[src/design/wfc_pkg.sv]
// ----------------------------------------------------------------------------
// wfc_pkg
// Shared types and constants of the word frequency counter.
// ----------------------------------------------------------------------------
package wfc_pkg;

   localparam int TABLE_ENTRIES = 64;
   localparam int MAX_WORD_LEN  = 16;
   localparam int COUNT_BITS    = 24;

   localparam logic [1:0] ACT_BYTE  = 2'd0;
   localparam logic [1:0] ACT_FLUSH = 2'd1;
   localparam logic [1:0] ACT_READ  = 2'd2;

   localparam logic [7:0] CH_SPACE = 8'h20;
   localparam logic [7:0] CH_TAB   = 8'h09;
   localparam logic [7:0] CH_LF    = 8'h0a;
   localparam logic [7:0] CH_LA    = 8'h61;
   localparam logic [7:0] CH_LZ    = 8'h7a;
   localparam logic [7:0] CH_UA    = 8'h41;
   localparam logic [7:0] CH_UZ    = 8'h5a;
   localparam logic [7:0] CH_D0    = 8'h30;
   localparam logic [7:0] CH_D9    = 8'h39;
   localparam logic [7:0] CASE_OFS = 8'd32;

   localparam logic KIND_COUNT = 1'b0;
   localparam logic KIND_READ  = 1'b1;

   typedef enum logic [3:0] {
      ST_IDLE,
      ST_SRCH_LEN,
      ST_SRCH_RD,
      ST_SRCH_CMP,
      ST_HIT,
      ST_MISS_COPY,
      ST_MISS_DONE,
      ST_RD_LEN,
      ST_RD_CHAR,
      ST_RD_EMIT
   } state_type;

   typedef struct packed {
      logic clr_entry;
      logic inc_entry;
      logic clr_pos;
      logic inc_pos;
      logic load_sel;
      logic append;
      logic rd_len;
      logic rd_char;
      logic rd_slen;
      logic rd_schar;
      logic count_write;
      logic new_entry;
      logic copy_char;
      logic clear_pending;
      logic emit_hit;
      logic emit_new;
      logic emit_drop;
      logic emit_char;
      logic emit_empty;
   } ctrl_type;

   typedef struct packed {
      logic is_sep;
      logic is_keep;
      logic pending_zero;
      logic entry_end;
      logic table_full;
      logic len_eq;
      logic char_eq;
      logic pos_end;
      logic sel_ok;
      logic rd_last;
   } stat_type;

endpackage

[src/design/wfc_ctrl.sv]
// ----------------------------------------------------------------------------
// wfc_ctrl
// Sequencer: search, insert and readout control.
// ----------------------------------------------------------------------------
module wfc_ctrl (
   input  logic              clock,
   input  logic              reset,
   input  logic              start,
   input  logic [1:0]        req_action,
   input  wfc_pkg::stat_type stat,
   output wfc_pkg::ctrl_type ctrl,
   output logic              busy
);
   import wfc_pkg::*;

   state_type state_ff, state_in;

   always_ff @(posedge clock) begin
      if (reset) state_ff <= ST_IDLE;
      else       state_ff <= state_in;
   end

   always_comb begin
      state_in = state_ff;
      unique case (state_ff)
         ST_IDLE: begin
            if (start) begin
               if ((req_action == ACT_BYTE && stat.is_sep) || req_action == ACT_FLUSH) begin
                  if (!stat.pending_zero) state_in = ST_SRCH_LEN;
               end else if (req_action == ACT_READ) begin
                  state_in = stat.sel_ok ? ST_RD_LEN : ST_IDLE;
               end
            end
         end
         ST_SRCH_LEN: begin
            if (stat.entry_end) state_in = stat.table_full ? ST_IDLE : ST_MISS_COPY;
            else state_in = ST_SRCH_RD;
         end
         ST_SRCH_RD:   state_in = stat.len_eq ? ST_SRCH_CMP : ST_SRCH_LEN;
         ST_SRCH_CMP: begin
            if (!stat.char_eq) state_in = ST_SRCH_LEN;
            else if (stat.pos_end) state_in = ST_HIT;
            else state_in = ST_SRCH_RD;
         end
         ST_HIT:       state_in = ST_IDLE;
         ST_MISS_COPY: if (stat.pos_end) state_in = ST_MISS_DONE;
         ST_MISS_DONE: state_in = ST_IDLE;
         ST_RD_LEN:    state_in = ST_RD_CHAR;
         ST_RD_CHAR:   state_in = ST_RD_EMIT;
         ST_RD_EMIT:   state_in = stat.rd_last ? ST_IDLE : ST_RD_CHAR;
         default:      state_in = ST_IDLE;
      endcase
   end

   always_comb begin
      ctrl = '0;
      busy = (state_ff != ST_IDLE);
      unique case (state_ff)
         ST_IDLE: begin
            ctrl.clr_entry = 1'b1;
            ctrl.clr_pos   = 1'b1;
            ctrl.load_sel  = start && req_action == ACT_READ;
            ctrl.append    = start && req_action == ACT_BYTE && stat.is_keep;
            ctrl.emit_empty = start && req_action == ACT_READ && !stat.sel_ok;
         end
         ST_SRCH_LEN: begin
            ctrl.clr_pos = 1'b1;
            ctrl.rd_slen = !stat.entry_end;
            ctrl.emit_drop = stat.entry_end && stat.table_full;
            ctrl.clear_pending = stat.entry_end && stat.table_full;
         end
         ST_SRCH_RD: begin
            ctrl.rd_schar = 1'b1;
            ctrl.inc_entry = !stat.len_eq;
         end
         ST_SRCH_CMP: begin
            ctrl.inc_entry = !stat.char_eq;
            ctrl.inc_pos = stat.char_eq && !stat.pos_end;
         end
         ST_HIT: begin
            ctrl.count_write = 1'b1;
            ctrl.emit_hit = 1'b1;
            ctrl.clear_pending = 1'b1;
         end
         ST_MISS_COPY: begin
            ctrl.copy_char = 1'b1;
            ctrl.inc_pos = 1'b1;
         end
         ST_MISS_DONE: begin
            ctrl.new_entry = 1'b1;
            ctrl.emit_new = 1'b1;
            ctrl.clear_pending = 1'b1;
         end
         ST_RD_LEN:  ctrl.rd_len = 1'b1;
         ST_RD_CHAR: ctrl.rd_char = 1'b1;
         ST_RD_EMIT: begin
            ctrl.emit_char = 1'b1;
            ctrl.inc_pos = 1'b1;
         end
         default: ;
      endcase
   end
endmodule

[config.mk]
export PLATFORM = sky130hd
export DESIGN_NAME = wfc_ctrl
export DESIGN_NICKNAME = d
export VERILOG_FILES = /design/src/design/wfc_pkg.sv /design/src/design/wfc_ctrl.sv
export SDC_FILE = /design/constraint.sdc
export NUM_CORES = 1
export LEC_CHECK = 0
export ABC_AREA = 1
export BUFFER_PORTS_ARGS = -buffer_cell sky130_fd_sc_hd__buf_2
export CORE_AREA = 8 8 45 47
export CTS_CLUSTER_DIAMETER = 200
export DETAILED_ROUTE_END_ITERATION = 10
export DIE_AREA = 0 0 53 55
export PLACE_DENSITY = 0.75
export SYNTH_ARGS = -nofsm -noshare
export SYNTH_HDL_FRONTEND = slang
export SYNTH_SLANG_ARGS = --single-unit
[constraint.sdc]
create_clock -name clock -period 1.5 [get_ports clock]
set_input_delay 0.075 -clock clock [delete_from_list [all_inputs] [get_ports clock]]
set_output_delay 0.075 -clock clock [all_outputs]
set_load 0.005 [all_outputs]
==> results.json, run 1 <==
{
  "nets": 141,
  "r2r_end": "state_ff[1]$_SDFFE_PP0P_",
  "wirelength_um": 1550,
  "synth_area_um2": 484,
  "cp_slowest_stage_delay_ns": 0.32,
  "p_seq_share_pct": 22.2,
  "pwr-share-clk_pct": 21.1,
  "drv_slew": 0,
  "min_from": "reset",
  "rows": 14,
  "hold_viol_final": 0,
  "core_um2": 1380,
  "vias": 679,
  "ios": 35,
  "ctsResizeCount": 0,
  "ys_seq_area_share_pct": 16.5,
  "drt_iter0_drc": 23,
  "cts_buffers": 3,
  "netlist-cell-type-count": 21,
  "drtPass1Iterations": 7,
  "start_kind": "flop",
  "largest-register": "state_ff",
  "drt.antenna.violating_nets": 0,
  "swShare_pct": 43.6,
  "worstPathArrival_ns": 1.33,
  "worstSetupPathType": "reg2out",
  "cts_root_buf": "clkbuf_4",
  "wl_per_cell_um": 11.1,
  "hold_buffers": 0,
  "synth_nets": 104,
  "rr_startpoint": "state_ff[2]$_SDFFE_PP0P_",
  "mostFrequentLayoutCells": "buf_2 (34), nor2_1 (18), nand2_1 (16)",
  "syn-instance-count": 89,
  "insertion_delay_ns": 0.23,
  "required_ns": 1.42,
  "reg2reg_setup_slack_ns": 0.30,
  "drc_errors": 0,
  "io_buffers": 34,
  "largest_reg_flops": 4,
  "hpwl_um": 1380,
  "p_leak_uw": 0.000407,
  "htreeDepth": 1,
  "rsz0062_at_grt": "false",
  "cts_tree": "built",
  "die_h_um": 55,
  "final_common_cell": "buf_2",
  "gp_congestion": 0.913,
  "critical_path.slowest_cell": "dfxtp_1",
  "antenna_found_initial": 0,
  "crit_fanout": 6,
  "start_util_pct": 35.0,
  "worst_hold_path.endpoint": "state_ff[0]$_SDFFE_PP0P_",
  "grt.total_usage_pct": 10.6,
  "pwr_density_cell_nw_per_um2": 907,
  "die_x_um": 53,
  "slew_headroom_pct": 81.2,
  "min_path_cells": 2,
  "min_period_over_period_pct": 93.4,
  "hold_slack_ns": 0.0545,
  "ir_worst_vdd_mv": 0.485,
  "post_cts_buffers": 0,
  "area_growth_pct": 40.8,
  "intPower_uw": 349,
  "status": "complete, no violations",
  "vias_per_cell": 4.85,
  "fmax_mhz": 714,
  "grt_overflow_total": 0,
  "endpoint_kind": "primary output",
  "rr_worst_depth": 6,
  "clk_pin_slew_ns": 0.04,
  "cap_violations": 0,
  "grt_pass1_wl_um": 2350,
  "reg_top3": "state_ff: 4 flops",
  "hold_path.class": "in2reg",
  "power.switching_uw": 270,
  "die_area_um2": 2920,
  "setup_viol": 0,
  "path_cells": "nor2_2, nand3_2, nor4_1, buf_2",
  "combPwrFrac_pct": 56.7,
  "grt_pass1_vias": 612,
  "cts_sinks": 4,
  "finClkSkew_ns": 0.00575,
  "syn_area_per_cell_um2": 5.44,
  "diodes": 0,
  "synth_warnings": 0,
  "worstMarginPinSlew_ns": 0.279,
  "cts_max_path_buffers": 2,
  "drive_above_1_share_pct": 41.1,
  "grt_max_degree": 7,
  "period_needed_ns": 1.40,
  "finalSetupTns_ns": 0,
  "synth_seq_cells": 4
}
-- cells in the mapped netlist (all sizes together) --
cell type | n | area share, %
a21oi | 2 | 2.1
buf | 2 | 3.1
dfxtp | 4 | 17
inv | 15 | 12
nand2 | 21 | 19
nand3 | 8 | 9.3
nand3b | 1 | 1.6
nand4 | 2 | 2.6
nor2 | 22 | 20
nor3 | 3 | 3.1
nor4 | 1 | 1.3
o21ai | 6 | 7.0
o22ai | 1 | 1.3
o31ai | 1 | 1.6
-- logic make-up after synthesis --
kind of cell / Yosys count / synth area share, %
AO/OA/AOI/OAI: 10 / 11.9
buffers and inverters: 17 / 14.7
flip-flops: 4 / 16.5
AND/OR/NAND/NOR: 58 / 56.8
-- area by class of cell --
type	instances	area, um2
Timing Repair Buffer	34	170
Tap cell	16	20.0
Fill cell	140	702
Multi-Input combinational cell	68	333
Inverter	15	56.3
Sequential cell	4	80.1
Clock buffer	3	22.5
-- metrics by stage --
| stage | utilization (%) | power (uW) | instance area, um2 | cells | worst slack (ns) |
|---|---|---|---|---|---|
| 3_5_place_dp | 47.6 | 491 | 659 | 137 | 0.309 |
| 2_1_floorplan | - | 370 | 484 | 89 | 0.424 |
| 3_3_place_gp | 47.6 | 488 | 659 | 137 | 0.327 |
| 5_1_grt | 49.3 | 669 | 682 | 140 | 0.00571 |
| 4_1_cts | 49.3 | 625 | 682 | 140 | 0.0995 |
| 6_report | 49.3 | 619 | 682 | 140 | 0.0985 |
-- critical path: cells and delay by family, from the launching register on --
kind / cells / cell delay [ns]
buffers and inverters: 1 / 0.15
DFF: 1 / 0.32
and+or+nand+nor: 3 / 0.62
-- routing by layer --
| layer | global-route usage (%) | part of all wire [%] |
|---|---|---|
| met1 | 11.4 | 42 |
| met3 | 1.87 | 12 |
| met2 | 18.9 | 46 |
| met5 | 0 | 0 |
| met4 | 6.47 | 0 |
-- worst max path at each step --
| stage | slack, ns | from | endpoint |
|---|---|---|---|
| 2_1_floorplan | 0.42 | state_ff[2]$_SDFFE_PP0P_ | state_ff[1]$_SDFFE_PP0P_ |
| 3_3_place_gp | 0.33 | state_ff[2]$_SDFFE_PP0P_ | state_ff[1]$_SDFFE_PP0P_ |
| 3_5_place_dp | 0.31 | state_ff[2]$_SDFFE_PP0P_ | state_ff[1]$_SDFFE_PP0P_ |
| 4_1_cts | 0.1 | state_ff[2]$_SDFFE_PP0P_ | ctrl[0] |
| 5_1_grt | 0.006 | state_ff[2]$_SDFFE_PP0P_ | ctrl[0] |
| 6_report | 0.1 | state_ff[2]$_SDFFE_PP0P_ | ctrl[0] |
-- power groups by stage --
stage | sequential [uW] | clock [uW] | combinational (uW)
after floorplan | 137 | 0 | 233
final | 138 | 130 | 351
after detailed placement | 139 | 0 | 352
after global routing | 139 | 139 | 390
after global placement | 139 | 0 | 349
after CTS | 138 | 135 | 353
Note: power is estimated with default switching activity, not from simulation.
==> inputs of run 2 (changes only) <==
--- a/config.mk
+++ b/config.mk
@@ -11,7 +11,7 @@
 export CTS_CLUSTER_DIAMETER = 200
 export DETAILED_ROUTE_END_ITERATION = 10
 export DIE_AREA = 0 0 53 55
-export PLACE_DENSITY = 0.75
+export PLACE_DENSITY = 0.82
 export SYNTH_ARGS = -nofsm -noshare
 export SYNTH_HDL_FRONTEND = slang
 export SYNTH_SLANG_ARGS = --single-unit
==> run 2 against run 1 <==
Against the previous run: non-clock buffer count unchanged; combinational power is essentially flat; global-route usage rose by 2.2 points; sequential share of layout area did not move; worst setup slack worse by 0.0037 ns; critical path type unchanged; largest power group unchanged; highest routed layer is now met4.
==> results.json, run 2 (synthesized netlist as in run 1, its figures left out) <==
{
  "period_needed_ns": 1.41,
  "drv_slew": 0,
  "cap_violations": 0,
  "nets": 141,
  "area_growth_pct": 40.8,
  "gp_congestion": 0.887,
  "finalInstanceArea_um2": 682,
  "drc_errors": 0,
  "final_common_cell": "buf_2",
  "antenna_found_initial": 0,
  "cts_tree": "built",
  "endpoint_kind": "primary output",
  "swShare_pct": 44.5,
  "cts_buffers": 3,
  "grt_pass1_wl_um": 2810,
  "io_buffers": 34,
  "core_um2": 1380,
  "cts_max_path_buffers": 2,
  "required_ns": 1.42,
  "die_x_um": 53,
  "fillers": 162,
  "insertion_delay_ns": 0.24,
  "clk_pin_slew_ns": 0.04,
  "drt_iter0_drc": 9,
  "critical_path.slowest_cell": "dfxtp_1",
  "crit_fanout": 6,
  "status": "complete, no violations",
  "drive_above_1_share_pct": 41.1,
  "hold_buffers": 0,
  "min_path_cells": 2,
  "finClkSkew_ns": 0.00251,
  "wirelength_um": 1650,
  "setup_viol": 0,
  "p_leak_uw": 0.000407,
  "ctsResizeCount": 0,
  "intPower_uw": 349,
  "worstSetupPathType": "reg2out",
  "vias_per_cell": 4.90,
  "cp_slowest_stage_delay_ns": 0.32,
  "start_util_pct": 35.0,
  "finalPower_uw": 629,
  "worstPathArrival_ns": 1.33,
  "grt_pass1_vias": 676,
  "rsz0062_at_grt": "false",
  "cts_sinks": 4,
  "post-route-util_pct": 49.3,
  "min_period_over_period_pct": 93.7,
  "seq_area_um2": 80.1,
  "power.switching_uw": 280,
  "drt.antenna.violating_nets": 0,
  "finalSetupTns_ns": 0,
  "combPwrFrac_pct": 56.1,
  "grt.total_usage_pct": 12.8,
  "pwr_density_cell_nw_per_um2": 923,
  "diodes": 0,
  "hold_slack_ns": 0.0420,
  "ir_worst_vdd_mv": 0.348,
  "reg_top3": "state_ff: 4 flops",
  "p_seq_share_pct": 21.9,
  "rows": 14,
  "worstMarginPinSlew_ns": 0.277,
  "htreeDepth": 1,
  "hold_path.class": "in2reg",
  "drtPass1Iterations": 4,
  "hpwl_um": 1470,
  "pwr-share-clk_pct": 22.0,
  "multi_input_area_um2": 333,
  "path_cells": "nor2_2, nand3_2, nor4_1, buf_2",
  "die_h_um": 55,
  "mostFrequentLayoutCells": "buf_2 (34), nor2_1 (18), nand2_1 (16)",
  "rr_worst_depth": 6,
  "slew_headroom_pct": 81.4,
  "ios": 35,
  "start_kind": "flop",
  "largest_reg_flops": 4,
  "fmax_mhz": 712,
  "wl_per_cell_um": 11.8,
  "post_cts_buffers": 0,
  "largest-register": "state_ff",
  "grt_max_degree": 7,
  "hold_viol_final": 0,
  "vias": 686,
  "grt_overflow_total": 0,
  "placed_area_um2": 659,
  "die_area_um2": 2920,
  "cts_root_buf": "clkbuf_4"
}
-- run 2: cell counts in the layout (fill, tap and decap cells not counted) --
Identical to the previous run, type by type.
-- run 2: worst max-delay path, delay by kind of cell, from the launching register on --
family                 cells  cell delay (ns)
AND/OR/NAND/NOR            3             0.61
flip-flops                 1             0.32
buffers and inverters      1             0.16
-- run 2: final timing paths --
check	start	to	slack, ns
min	reset	state_ff[1]$_SDFFE_PP0P_	0.04
max reg2reg	state_ff[2]$_SDFFE_PP0P_	state_ff[0]$_SDFFE_PP0P_	0.27
max	state_ff[2]$_SDFFE_PP0P_	ctrl[0]	0.09
min reg2reg	state_ff[0]$_SDFFE_PP0P_	state_ff[0]$_SDFFE_PP0P_	0.69
-- run 2: area by class of cell --
class | count | share of cell area [%]
clock buffer | 3 | 3.30
timing repair buffer | 34 | 25.0
sequential | 4 | 11.7
tap | 16 | 2.94
inverter | 15 | 8.26
multi-input combinational | 68 | 48.8
-- run 2: per-stage QoR --
step	worst slack (ns)	std cells
3_5_place_dp	0.277	137
4_1_cts	0.0731	140
6_report	0.0947	140
2_1_floorplan	0.424	89
3_3_place_gp	0.347	137
5_1_grt	0.00820	140
-- run 2: power by group through the flow --
stage / Clock (uW) / Combinational, uW / Sequential, uW
6_report: 139 / 353 / 138
5_1_grt: 153 / 404 / 140
4_1_cts: 142 / 357 / 138
3_5_place_dp: 0 / 356 / 139
3_3_place_gp: 0 / 346 / 138
2_1_floorplan: 0 / 233 / 137
-- run 2: per-layer routing --
metal  track usage [%]  wire length (um)  share of wire, %
met1              13.2               675                41
met2              22.3               762                46
met3              2.94               163               9.9
met4              9.48                48               2.9
met5                 0                 0                 0
